[src/kdj_div.sv]
// ----------------------------------------------------------------------------
// kdj_div: restoring divider
// One quotient bit per cycle, numerator below den << NB.
// ----------------------------------------------------------------------------
`default_nettype none
module kdj_div #(
  parameter int unsigned NB = 23,
  parameter int unsigned DB = 32
) (
  input  wire logic             clk_i,
  input  wire logic             rst_ni,
  input  wire logic             start_i,
  input  wire logic [NB+DB-1:0] num_i,
  input  wire logic [DB-1:0]    den_i,
  output logic                  done_o,
  output logic      [NB-1:0]    quo_o
);
  localparam int unsigned CB = $clog2(NB + 1);
  logic [DB:0]    rem_q, rem_d;
  logic [NB-1:0]  quo_q;
  logic [NB-1:0]  nlo_q;
  logic [DB-1:0]  den_q;
  logic [CB-1:0]  cnt_q;
  logic           busy_q;
  logic [DB:0]    trial;

  assign trial = {rem_q[DB-1:0], nlo_q[NB-1]};

  always_ff @(posedge clk_i or negedge rst_ni) begin
    if (!rst_ni) begin
      busy_q <= 1'b0;
      cnt_q  <= '0;
      done_o <= 1'b0;
    end else begin
      done_o <= 1'b0;
      if (start_i) begin
        busy_q <= 1'b1;
        cnt_q  <= CB'(NB);
      end else if (busy_q) begin
        cnt_q <= cnt_q - 1'b1;
        if (cnt_q == CB'(1)) begin
          busy_q <= 1'b0;
          done_o <= 1'b1;
        end
      end
    end
  end

  always_ff @(posedge clk_i) begin
    if (start_i) begin
      rem_q <= {1'b0, num_i[NB+DB-1:NB]};
      nlo_q <= num_i[NB-1:0];
      den_q <= den_i;
      quo_q <= '0;
    end else if (busy_q) begin
      rem_q <= rem_d;
      nlo_q <= {nlo_q[NB-2:0], 1'b0};
      quo_q <= {quo_q[NB-2:0], trial >= {1'b0, den_q}};
    end
  end

  assign rem_d = (trial >= {1'b0, den_q}) ? trial - {1'b0, den_q} : trial;
  assign quo_o = quo_q;
endmodule
`default_nettype wire

[config.mk]
export PLATFORM = sky130hd
export DESIGN_NAME = kdj_div
export DESIGN_NICKNAME = d
export VERILOG_FILES = /design/src/kdj_div.sv
export SDC_FILE = /design/constraint.sdc
export NUM_CORES = 1
export LEC_CHECK = 0
export BUFFER_PORTS_ARGS = -buffer_cell sky130_fd_sc_hd__buf_2
export CAP_MARGIN = 0
export CORE_MARGIN = 2
export CORE_UTILIZATION = 39
export DETAILED_ROUTE_END_ITERATION = 10
export PLACE_DENSITY_LB_ADDON = 0.2
export SYNTH_ARGS = -nofsm -noshare
export SYNTH_HDL_FRONTEND = slang
export SYNTH_SLANG_ARGS = --single-unit
[constraint.sdc]
create_clock -name clk_i -period 6 [get_ports clk_i]
set_input_delay 0.3 -clock clk_i [delete_from_list [all_inputs] [get_ports clk_i]]
set_output_delay 0.3 -clock clk_i [all_outputs]
set_load 0.02 [all_outputs]
# --- Word-level counts from Yosys, hierarchy flattened ---
# Cells that the tools add are included.
totals:
  ff_bits: 117
  latchBits: 0
  mem_bits_rw: 0
  romBits: 0
  in_bits: 90
  output_inout_bits: 24
  wordCells: 25
  memories: 0
classes:
  addsub: 2
  mul: 0
  div: 0
  order_cmp: 1
  eq_ne: 1
  shifts: 0
  mux: 13
  n_bitwise: 0
  reduce_logical: 1
op_table:
  columns: ["op", "count"]
  rows:
  - ["32-bit two-way mux", 3]
  - ["23-bit two-way mux", 2]
  - ["33-bit by 32-bit >= comparator with 1-bit output", 1]
  - ["32-bit subtractor", 1]
  - ["5-bit two-way mux", 2]
  - ["1-bit two-way mux", 6]
  - ["5-bit by 1-bit equality test with 1-bit output (second input constant)", 1]
  - ["5-bit by 1-bit subtractor with 5-bit output (second input constant)", 1]
  - ["2-bit nonzero test", 1]

# --- Longest topological paths before layout ---
logic_depth:
  word_depth: 4
  ltp_mapped: 12
  mapped_depth_nobuf: 12

# --- Worst setup path after synthesis ---
# Ideal clock, no wire load.
synth_timing:
  path_type: "register -> register"
  startpoint: "reg nlo_q[22]"
  endpoint: "reg rem_q[26], data pin"
  setup_ns: 0.267
  arrival_ns: 2.401
  required_time_ns: 5.733
  setup_slack_ns: 3.332
  stages_incl_launch_ff: 13
  path_buffers: 0
  synth_period_minus_slack_ns: 2.668
  cell_sequence: "edfxtp_1 -> inv_1 -> ha_1 -> inv_1 -> fa_1 -> a21oi_1 -> o2bb2ai_1 -> o21a_1 -> o221a_4 -> a21bo_1 -> a31oi_1 -> xor2_1 -> o31ai_1"
synth_between:
  elab_chain_len: 4
  elab_cells_between_ends: 5
  cone_classes: "add/sub (1); order compare (1); mux (3)"
synth_lines:
  columns: ["element", "line_no", "text"]
  rows:
  - ["start, declared", "21", "logic [NB-1:0] nlo_q;"]
  - ["start signal, assigned", "52", "nlo_q <= num_i[NB-1:0];"]
  - ["start signal, assigned", "57", "nlo_q <= {nlo_q[NB-2:0], 1'b0};"]
  - ["32-bit subtractor / 33-bit by 32-bit >= comparator with 1-bit output (equally long branches)", "62", "assign rem_d = (trial >= {1'b0, den_q}) ? trial - {1'b0, den_q} : trial;"]
  - ["32-bit two-way mux (*)", "62", null]
  - ["32-bit two-way mux (*)", "55", "end else if (busy_q) begin"]
  - ["32-bit two-way mux (*)", "50", "if (start_i) begin"]
  - ["end signal, assigned", "51", "rem_q <= {1'b0, num_i[NB+DB-1:NB]};"]
  - ["end signal, assigned", "56", "rem_q <= rem_d;"]
  - ["end, declared", "19", "logic [DB:0] rem_q, rem_d;"]
# Mark *: on every way between the ends. The rest lies on a longest branch, timed or not. The select of a mux whose other input is x is not followed.
# A chain may end at the register's enable or synchronous reset.

# --- Worst setup path after layout ---
layout_timing:
  startpoint: "reg rem_q[26]"
  endpoint: "reg rem_q[2], data pin"
layout_between:
  elab_chain_len: 4
layout_lines:
  columns: ["element", "line_no"]
  rows:
  - ["33-bit by 32-bit >= comparator with 1-bit output", "62"]
  - ["32-bit two-way mux", "62"]
  - ["32-bit two-way mux", "55"]
  - ["32-bit two-way mux", "50"]
# Every way passes these cells. The select of a mux whose other input is x is not followed.

==> results.json <==
{
  "coreArea_um2": 17300,
  "gp_congestion": 0.832,
  "multi_input_area_um2": 3290,
  "avgSynthCellArea_um2": 10.9,
  "slew_violations": 0,
  "drc": 0,
  "post-route-period-util": 0.592,
  "setup.worst_path.start_class": "flop",
  "clockPowerShare": 0.255,
  "vias": 5069,
  "routedWlPerCell_um": 15.4,
  "synth.area.top_cells": "edfxtp_1 38%, dfxtp_1 6.7%, mux2i_1 6.5%, ha_1 6.2%, mux2_2 3.8%",
  "p_comb_frac": 0.455,
  "slew_headroom": 0.383,
  "setup_ws_ns": 2.45,
  "tightest_slew_ns": 0.926,
  "port_buffers": 113,
  "rows": 48,
  "yosysTopAreaCellShare": 0.379,
  "rsz0062_at_grt": "no",
  "synth_compound_area_frac": 0.145,
  "drt-total-wl_um": 15100,
  "sw_frac_of_total": 0.391,
  "fmax_ghz": 0.282,
  "dpl.hpwl_um": 10800,
  "synth_nets": 760,
  "ant_nets": 0,
  "status": "finished, final reports clean",
  "crit_path_end_kind": "flop",
  "arrival_ns": 3.68,
  "synth_mux_area_frac": 0.103,
  "synth-simple-area-share": 0.124,
  "ios": 114,
  "synth.ff_latch_count": 117,
  "netlist.top_cell.by_area": "edfxtp_1",
  "postCtsSetupBuffers": 0,
  "powerDensity_nw_per_um2": 485,
  "dpl_worst_slack_ns": 2.47,
  "start_util": 0.399,
  "grt_pass1_vias": 5198,
  "die_height_um": 137,
  "synth_edf_count": 87,
  "period_needed_ns": 3.55,
  "drive_above_1_share": 0.262,
  "synthAdderAreaFrac": 0.0645,
  "netSwitchingPower_mw": 1.55,
  "cts_buffers": 17,
  "clock-root-buffer": "clkbuf_16",
  "die-area_um2": 18800,
  "setup_tns_ns": 0,
  "grt_max_degree": 83,
  "clkSlewWorstSetupHoldPaths_ns": 0.07,
  "yosysUniqueCellTypes": 71,
  "drt_iter0_markers": 311,
  "pwr-share-seq": 0.289,
  "synthFlopType": "edfxtp_1",
  "htreeDepth": 4,
  "overflow": 0,
  "yosysSeqAreaShare": 0.471,
  "die_w_um": 137,
  "nFillCells": 1668,
  "maxCapViolCount": 0,
  "internal_power_mw": 2.42,
  "synth_top_family_by_area": "compound AO/OA/AOI/OAI gates",
  "ctsResizeCount": 0,
  "viasPerCell": 5.17,
  "leakagePower_nw": 3.65,
  "synth_xor_area_frac": 0.0393,
  "peakVddDrop_uv": 238,
  "synthArstFlopShare": 0.0598,
  "grtUsageTotal": 0.169,
  "clkSinkCount": 117,
  "fin_nets": 867,
  "area_delta_synth_final_pct": 18.5,
  "regArea_um2": 3250,
  "crit_required_ns": 6.13,
  "clockBufferDepth": 2,
  "cp_max_fo": 13,
  "clock_latency_ns": 0.42,
  "fin_worst_skew_ns": 0.0155,
  "crit_type": "flop to flop",
  "netlist_area_um2": 6900,
  "synthCells": 635,
  "holdCritPathClass": "input pin to flop",
  "finalSetupViolations": 0,
  "grt_pass1_wl_um": 24900,
  "ys_warn_count": 0,
  "cts_tree": "done",
  "dr.pass1.iters": 4,
  "antenna_found_initial": 1,
  "hold_viol": 0
}
==> metal layers <==
layer,share of wire,global-route usage
met1,0.45,0.205
met4,0.015,0.0556
met5,0,0
met2,0.48,0.283
met3,0.054,0.0574
==> flip-flops by register name, indices dropped and copies added (netlist names) <==
register,cells
busy_q,1
cnt_q,5
den_q,32
done_o,1
nlo_q,23
quo_o,23
rem_q,32
==> critical path, cell delays in order (launching register included) <==
cell,delay (ns)
edfxtp_1,0.39
ha_1,0.48
nand3_1,0.17
nor3_1,0.37
nand3_1,0.13
o41ai_1,0.33
a2111oi_2,0.12
a21oi_2,0.58
buf_4,0.40
mux2i_1,0.22
o21ai_1,0.08
==> metrics by stage <==
stage / instance area, um2 / hold slack (ns) / util / instances / total power [mW]
finish: 8180 / 0.0520 / 0.473 / 981 / 3.97
global route: 8180 / 0.0349 / 0.473 / 980 / 4.26
floorplan: 6900 / 0.00441 / - / 635 / 2.66
CTS: 8180 / 0.0377 / 0.473 / 980 / 4.01
detailed placement: 7580 / 0.140 / 0.438 / 947 / 2.97
global placement: 7580 / 0.138 / 0.438 / 947 / 2.94
==> final cells by class <==
cell class | instances | share of cell area
Tap cell | 225 | 0.0344
Inverter | 41 | 0.0188
Clock inverter | 13 | 0.0148
Timing Repair Buffer | 118 | 0.0759
Antenna cell | 1 | 0.000306
Multi-Input combinational cell | 447 | 0.402
Clock buffer | 19 | 0.0568
Sequential cell | 117 | 0.397
==> power groups by stage <==
stage / Sequential [mW] / Clock [mW] / Combinational [mW]
6_report: 1.15 / 1.01 / 1.81
5_1_grt: 1.17 / 1.07 / 2.02
4_1_cts: 1.15 / 1.04 / 1.82
3_5_place_dp: 1.17 / 0 / 1.81
3_3_place_gp: 1.16 / 0 / 1.78
2_1_floorplan: 1.14 / 0 / 1.51
==> cell families after synthesis <==
| logic type | Yosys count |
|---|---|
| XOR/XNOR | 31 |
| AO/OA/AOI/OAI | 141 |
| AND/OR/NAND/NOR | 172 |
| adder cells (fa/ha/maj) | 35 |
| flip-flops | 117 |
| buffers and inverters | 71 |
| multiplexers | 68 |
==> Yosys cell counts, drive strengths merged, types with 3 or more instances <==
library cell  count
dfrtp             7
a22oi             4
ha               34
nor4b             3
o21a              5
xnor2            19
a31oi             5
buf              14
a2111oi           3
a211oi            6
a21o              9
edfxtp           87
clkbuf           16
mux2i            45
mux2             23
nand3b            6
nor2b             8
a21oi            37
o311ai            5
o31ai             5
dfxtp            23
nand4             4
inv              41
nand2            56
and2              4
nand3            12
xor2             12
nand2b           11
o41ai             3
nor3             13
o21ai            40
nor2             41
==> final timing paths <==
kind                       cells past startpoint        end  slack [ns]  startpoint
min in group asynchronous                      2     done_o        0.24      rst_ni
hold / removal                                 1  den_q[27]        0.05   den_i[27]
hold reg to reg                                2  quo_o[22]        0.49   quo_o[22]
setup reg to reg                              10   rem_q[2]        2.45   rem_q[26]
max in group asynchronous                      2   cnt_q[1]        5.60      rst_ni
setup / recovery                              10   rem_q[2]        2.45   rem_q[26]
==> placed cells by master (no fill, tap or decap), types with 19 or more instances in the layout <==
cell      count
o21ai_1      21
nor2_1       40
ha_1         34
xnor2_1      19
mux2_2       23
edfxtp_1     87
inv_1        41
a21oi_1      34
buf_2       112
nand2_1      54
mux2i_1      45
dfxtp_1      23
==> repair_timing <==
item                                   CTS  global route
endpoints found under the hold margin    7             0
hold buffers                             1             0
setup endpoints to repair                0             0
No activity file was read; power rests on OpenSTA's default activity.
