[src/kdj_cell.sv]
// ----------------------------------------------------------------------------
// kdj_cell: one window slot
// Holds one high/low pair, shifts it onward on a new bar and folds the
// running max/min that flows through the chain one cell per cycle.
// ----------------------------------------------------------------------------
`default_nettype none
module kdj_cell #(
  parameter int unsigned PRICE_BITS = 32
) (
  input  wire logic                  clk_i,
  input  wire logic                  shift_i,
  input  wire logic [PRICE_BITS-1:0] hi_i,
  input  wire logic [PRICE_BITS-1:0] lo_i,
  input  wire logic                  use_i,
  input  wire logic [PRICE_BITS-1:0] mx_i,
  input  wire logic [PRICE_BITS-1:0] mn_i,
  output logic      [PRICE_BITS-1:0] hi_o,
  output logic      [PRICE_BITS-1:0] lo_o,
  output logic      [PRICE_BITS-1:0] mx_o,
  output logic      [PRICE_BITS-1:0] mn_o
);
  logic [PRICE_BITS-1:0] hi_q, lo_q, mx_q, mn_q;

  always_ff @(posedge clk_i) begin
    if (shift_i) begin
      hi_q <= hi_i;
      lo_q <= lo_i;
    end
    // fold this slot into the running extremes when inside the window
    mx_q <= (use_i && hi_q > mx_i) ? hi_q : mx_i;
    mn_q <= (use_i && lo_q < mn_i) ? lo_q : mn_i;
  end

  assign hi_o = hi_q;
  assign lo_o = lo_q;
  assign mx_o = mx_q;
  assign mn_o = mn_q;
endmodule
`default_nettype wire

[config.mk]
export PLATFORM = sky130hd
export DESIGN_NAME = kdj_cell
export DESIGN_NICKNAME = d
export VERILOG_FILES = /design/src/kdj_cell.sv
export SDC_FILE = /design/constraint.sdc
export NUM_CORES = 1
export LEC_CHECK = 0
export BUFFER_PORTS_ARGS = -buffer_cell sky130_fd_sc_hd__buf_2
export CAP_MARGIN = 20
export CELL_PAD_IN_SITES_DETAIL_PLACEMENT = 1
export CELL_PAD_IN_SITES_GLOBAL_PLACEMENT = 2
export CORE_MARGIN = 3
export CORE_UTILIZATION = 29
export CTS_CLUSTER_SIZE = 40
export DETAILED_ROUTE_END_ITERATION = 8
export PLACE_DENSITY = 0.86
export SYNTH_ARGS = -nofsm -noshare
export SYNTH_HDL_FRONTEND = slang
export SYNTH_SLANG_ARGS = --single-unit
[constraint.sdc]
create_clock -name clk_i -period 4.1 [get_ports clk_i]
set_input_delay 1.23 -clock clk_i [delete_from_list [all_inputs] [get_ports clk_i]]
set_output_delay 1.23 -clock clk_i [all_outputs]
set_load 0.03 [all_outputs]
# After elaboration in Yosys (flattened, before gate mapping)
# Index checks and enable logic that the tools add are counted.
[word_totals]
reg_bits = 128
latch_bits = 0
ramBits = 0
romBits = 0
in_bits = 131
out_inout_bits = 128
wordCells = 10
n_memories = 0
[classes]
addsub = 0
mul = 0
div = 0
magnitude_cmp = 2
n_eq_ne = 0
shift = 0
n_mux = 2
n_bitwise = 0
n_reduce_logical = 2
[op_table]
columns = ["operator", "n"]
rows = [
  ["32-bit 2-to-1 mux", 2],
  ["32-bit > comparator", 1],
  ["32-bit less-than comparator", 1],
  ["1-bit logical AND", 2],
]

# Logic depth before layout (Yosys ltp)
# Gate-level depths: netlist (run 1).
[logic_depth]
word_depth = 3
ltp_mapped = 9
depth_no_buf = 8

# Least setup slack after synthesis (run 1)
# No wires, ideal clock.
[synth_timing]
path_type = "input -> register"
from = "input port mn_i[13]"
to = "register mn_q[10], in the netlist mn_o[10]"
setup_time_ps = 121
arrival_ps = 3287
setup_slack_ps = 692
cell_stages = 9
path_buffers = 1
path_cell_list = "inv_1 -> ha_1 -> a21o_1 -> a21o_1 -> a221o_1 -> a211o_1 -> a211oi_4 -> buf_6 -> mux2_2"
[synth_via]
elab_chain_len = 3
[synth_rtl]
columns = ["element", "line", "source"]
rows = [
  ["from (decl)", "16", "input wire logic [PRICE_BITS-1:0] mn_i,"],
  ["32-bit less-than comparator", "31", "mn_q <= (use_i && lo_q < mn_i) ? lo_q : mn_i;"],
  ["1-bit logical AND", "31", ""],
  ["32-bit 2-to-1 mux", "31", ""],
  ["to (signal assigned)", "31", ""],
  ["to (decl)", "22", "logic [PRICE_BITS-1:0] hi_q, lo_q, mx_q, mn_q;"],
]
# Every way passes these cells.
# A chain may end at the register's enable or synchronous reset.

# Worst setup path in the final report (run 1)
[layout_timing]
from = "input port mx_i[14]"
to = "register mx_q[18], in the netlist mx_o[18]"
[layout_via]
elab_chain_len = 3
[layout_rtl]
columns = ["element", "line", "source"]
rows = [
  ["from (decl)", "15", "input wire logic [PRICE_BITS-1:0] mx_i,"],
  ["32-bit > comparator", "30", "mx_q <= (use_i && hi_q > mx_i) ? hi_q : mx_i;"],
  ["1-bit logical AND", "30", ""],
  ["32-bit 2-to-1 mux", "30", ""],
  ["to (signal assigned)", "30", ""],
  ["to (decl)", "22", ""],
]
# Every way passes these cells.

==> results.cfg, run 1 <==
[run_status]
outcome = finished clean

[global_route]
grt-ovfl-total = 0
grt_max_degree = 34
grt_pass1_vias = 5061
grt_first_pass_wirelength_mm = 26.4
grt_usage_pct = 15.8
antenna_found_initial = 0

[cells_and_area]
drive_gt1_share_pct = 49.7
fin_nets = 896
syn2layout_area_growth_pct = 39.8
fill_cells = 2119
diodes = 0
utilization_pct = 41.7

[placed_design]
globalplace.congestion = 0.768
port_buffers = 258
hpwl_mm = 13.2
place_ws_ns = 0.307

[routing]
finalWirelength_mm = 16.7
postRouteAntennaNets = 0
drt-initial-drc-count = 89
num_vias = 4391
drc = 0
routed_via_density = 4.50
drt_first_pass_iters = 4
wl_per_cell_um = 17.1

[cts]
cts_setup_buffers = 0
cts_resized = 0
cts_buffers = 17
htreeDepth = 4
cts_buffer_depth = 2
ctsHoldBuffers = 0
clk_pin_slew_ns = 0.06
cts_tree = yes
numClockSinks = 128
clkLatencyLatePin_ns = 0.41
cts_root_buf = clkbuf_16

[critical_path]
cpPeakStageDelay_ns = 0.65
r2r-start = hi_o[14]
required_ns = 4.39
critPathBufInv = 3
cp.arrival_ns = 3.65
critPathCapture = mx_o[18]
r2r_slack_ns = 1.27
critical_path_class = input port to flip-flop
cp_max_fo = 21
r2r_cells = 8
crit_start = mx_i[14]
reg2reg_to = mx_o[18]
crit_path_start_kind = input port
cp-end-kind = flip-flop
cp_slowest_cell = or4_1
cpLargestDelayFamily = simple AND/OR/NAND/NOR gates
crit_chain = buf_2 > inv_1 > ha_1 > nand4_1 > or4_1 > o21ai_1 > a21oi_1 > a31oi_4 > buf_4 > mux2_2
crit_cells = 10

[sta]
setup_slack_ns = 0.747
min_period_ns = 3.35
worst_pin_slew_ns = 0.834
skew_ns = 0.00630
rsz0062_at_grt = false
fmax_ghz = 0.298
drv_slew = 0
slew_headroom_pct = 44.4
holdWs_ns = 0.522
period_share_pct = 81.8
setup_viol = 0
hold_viol = 0
setup_tns_ns = 0

[synthesis]
synth_edf_count = 64
synth_area_leader_cell = edfxtp_1
netlist.area_leader.share_pct = 34.2
syn_inst = 426
syn-num-nets = 620
ys_warn_count = 0
yosysUniqueCellTypes = 33
synth_area_leaders = edfxtp_1 34%, dfxtp_1 23%, ha_1 14%
ys_ff_latch = 128
synthTopCellsByCount = 65 x inv_1, 64 x dfxtp_1, 64 x edfxtp_1
yosysSeqAreaShare_pct = 57.1
synth_area_um2 = 5610
synth_most_common_cell = inv_1
synthFlopType = edfxtp_1
synth_area_per_cell_um2 = 13.2
async_flop_share_pct = 0

[floorplan]
core_um2 = 18800
die_area_um2 = 21100
start_util_pct = 29.8
ios = 259
die_h_um = 145
fp.dieW_um = 145
num_rows = 50

[power]
power.leakage_uw = 0.00380
power.density_nw_per_um2 = 498
ir_worst_vdd_mv = 0.303

[hold_path]
min_path_type = flip-flop to flip-flop

[run]
cap_viol_max_count = 0
## registers in the layout (all words and copies together) (netlist names)
register,count
hi_o,32
lo_o,32
mn_o,32
mx_o,32
## worst min-delay path by stage
stage          cells past startpoint  slack (ns)    start  endpoint
2_1_floorplan                      1        0.72  hi_o[4]   mx_o[4]
3_3_place_gp                       1        0.51  lo_o[1]   mn_o[1]
3_5_place_dp                       1        0.51  lo_o[0]   mn_o[0]
4_1_cts                            1        0.53  lo_o[0]   mn_o[0]
5_1_grt                            1        0.55  lo_o[0]   mn_o[0]
6_report                           1        0.52  lo_o[0]   mn_o[0]
## power breakdown
part	leakage, µW	internal, µW	switching, µW
Clock	0.000294	1020	584
Sequential	0.00117	1480	63.0
Combinational	0.00234	281	483
## cells in the final DEF, fill, tap and decap left out, types with 3 or more instances in the layout
master,count
nand2_1,14
o21ai_0,8
nand4_1,10
clkinvlp_4,3
buf_2,258
mux2_1,4
nor2_1,6
mux2_2,60
inv_1,65
dfxtp_1,64
a21oi_1,26
clkinv_4,3
a21o_1,5
clkbuf_16,17
nand3_1,4
ha_1,63
or4_1,3
edfxtp_1,64
bufinv_16,4
buf_4,3
## routing by layer
metal / vias to the layer above / part of all wire, % / wire length, µm / track usage, %
li1: 2082 / - / - / -
met1: 2126 / 37 / 6210 / 16.0
met2: 173 / 52 / 8740 / 29.2
met3: 10 / 9.3 / 1550 / 7.46
met4: 0 / 0.97 / 161 / 3.89
met5: - / 0 / 0 / 0
## stage by stage
stage / power (µW) / instances / area [µm²]
floorplan: 2040 / 426 / 5610
global placement: 2310 / 943 / 7220
detailed placement: 2340 / 943 / 7220
CTS: 3970 / 975 / 7850
global route: 4090 / 975 / 7850
finish: 3900 / 975 / 7850
## cell families (layout without fill, tap and decap cells)
kind of cell / count (synthesis) / count (layout) / synth area share [%]
AND/OR/NAND/NOR: 48 / 48 / 4.50
AO/OA/AOI/OAI: 52 / 52 / 6.00
adder cells (fa/ha/maj): 63 / 63 / 14.0
flip-flops: 128 / 128 / 57.1
buffers and inverters: 71 / 360 / 5.55
multiplexers: 64 / 64 / 12.8
## layout make-up
class | count | area, µm² | area share (%)
clock buffer | 18 | 429 | 5.47
sequential | 128 | 3200 | 40.8
tap | 260 | 325 | 4.15
inverter | 65 | 244 | 3.11
multi-input combinational | 227 | 2100 | 26.7
clock inverter | 14 | 191 | 2.44
timing repair buffer | 263 | 1350 | 17.3
Power figures use the tool's default switching activity.
==> run 2, diff against run 1 <==
- clock period: 4.1 -> 3.21 ns (I/O delays scaled with it)
==> run 2 against run 1 <==
Effect of this change:
- cell count is 1.3% higher
- first-iteration DRC count is 12% higher
- global-route usage is 0.24 points higher
- wire length is 0.30% higher
- clock skew is 0.0030 ns higher
- utilization is 0.19 points higher
- sequential power is 28% higher
- sequential share of layout area is 0.19 points lower
- register-to-register slack worse by 0.81 ns
- die area stayed put
- hold slack better by 0.011 ns
- largest power group is now sequential cells
==> results.cfg, run 2 (synthesis results as in run 1) <==
[run_status]
outcome = finished clean

[critical_path]
cp_slowest_cell = mux2_2
cpLargestDelayFamily = compound AO/OA/AOI/OAI gates
critPathBufInv = 3
required_ns = 3.51
crit_chain = buf_2 > inv_1 > ha_1 > a21o_1 > a21o_1 > a221o_1 > a211o_1 > a211oi_4 > buf_4 > mux2_2
cpPeakStageDelay_ns = 0.37
cp.arrival_ns = 3.28
crit_top_cell = a21o_1
cp-end-kind = flip-flop
crit_path_start_kind = input port
critical_path_class = input port to flip-flop
cp_max_fo = 15

[sta]
rsz0062_at_grt = false
hold_viol = 0
drv_slew = 0
setup_viol = 0
skew_ns = 0.00931
min_period_ns = 2.97
fmax_ghz = 0.336
slew_headroom_pct = 72.0
worst_pin_slew_ns = 0.410
period_share_pct = 92.7

[global_route]
grt_max_degree = 61
grt-ovfl-total = 0
antenna_found_initial = 0
grt_pass1_vias = 4958
grt_first_pass_wirelength_mm = 26.6
grt_usage_pct = 16.0

[cells_and_area]
fill_cells = 2106
diodes = 0
final_common_cell = buf_2
syn2layout_area_growth_pct = 40.4
fin_nets = 909
fin_cells = 988
most-common-layout-cells = 258 x buf_2, 65 x inv_1, 64 x edfxtp_1, 64 x dfxtp_1, 63 x ha_1
drive_gt1_share_pct = 50.7

[placed_design]
port_buffers = 258
globalplace.congestion = 0.779
placedCellCount = 956
hpwl_mm = 13.2

[routing]
drt_first_pass_iters = 5
drt-initial-drc-count = 100
drc = 0
num_vias = 4389
routed_via_density = 4.44
postRouteAntennaNets = 0
finalWirelength_mm = 16.7
wl_per_cell_um = 16.9

[floorplan]
die_h_um = 145
start_util_pct = 29.8
ios = 259
die_area_um2 = 21100
core_um2 = 18800
num_rows = 50
fp.dieW_um = 145

[cts]
cts_buffers = 17
htreeDepth = 4
cts_buffer_depth = 2
cts_resized = 0
numClockSinks = 128
cts_tree = yes
ctsHoldBuffers = 0
cts_setup_buffers = 0
clk_pin_slew_ns = 0.06
clkLatencyLatePin_ns = 0.42
cts_root_buf = clkbuf_16

[power]
power.leakage_uw = 0.00383
power.density_nw_per_um2 = 608
finalPower_uw = 4790
ir_worst_vdd_mv = 0.313

[hold_path]
min_path_type = flip-flop to flip-flop

[run]
cap_viol_max_count = 0
## run 2: changes by cell type in the layout (fill, tap and decap cells not counted), sizes merged
cell / before / now
buf: 263 / 276
bufinv: 4 / 1
clkinv: 6 / 8
clkbuf: 18 / 19
## run 2: path summary, 6_finish.rpt
check	slack, ns	endpoint	cells past startpoint	from
setup / recovery	0.24	mn_o[15]	10	mn_i[13]
hold / removal	0.53	mn_o[24]	1	lo_o[24]
setup reg to reg	0.46	mx_o[7]	8	hi_o[14]
hold reg to reg	0.53	mn_o[24]	1	lo_o[24]
## run 2: routing by layer
| metal | global-route usage (%) | up-vias | wire length (µm) |
|---|---|---|---|
| met5 | 0 | - | 0 |
| met1 | 16.4 | 2075 | 6290 |
| met3 | 6.46 | 18 | 1450 |
| li1 | - | 2111 | - |
| met4 | 5.46 | 0 | 268 |
| met2 | 29.6 | 185 | 8700 |
## run 2: through the flow
stage	util [%]	cell area, µm²	hold WS [ns]	TNS, ns	setup slack [ns]
2_1_floorplan	-	5610	0.715	0	0.0690
3_3_place_gp	38.9	7320	0.518	-6.71	-0.141
3_5_place_dp	38.9	7320	0.521	-10.70	-0.223
4_1_cts	41.9	7880	0.541	0	0.233
5_1_grt	41.9	7880	0.557	0	0.148
6_report	41.9	7880	0.533	0	0.236
## run 2: area by class of cell
class	instances	area (µm²)	share of cell area [%]
inverters	65	244	3.10
flip-flops and latches	128	3200	40.6
clock buffers	19	443	5.62
well taps	260	325	4.13
repair buffers	276	1450	18.4
clock inverters	13	116	1.48
multi-input cells	227	2100	26.6
## run 2: power by group
part	internal, µW	total (µW)	switching, µW	leakage (µW)
clock	1090	1830	745	0.000269
combinational	373	995	622	0.00240
sequential	1880	1970	81.2	0.00117
total	3340	4790	1450	0.00383
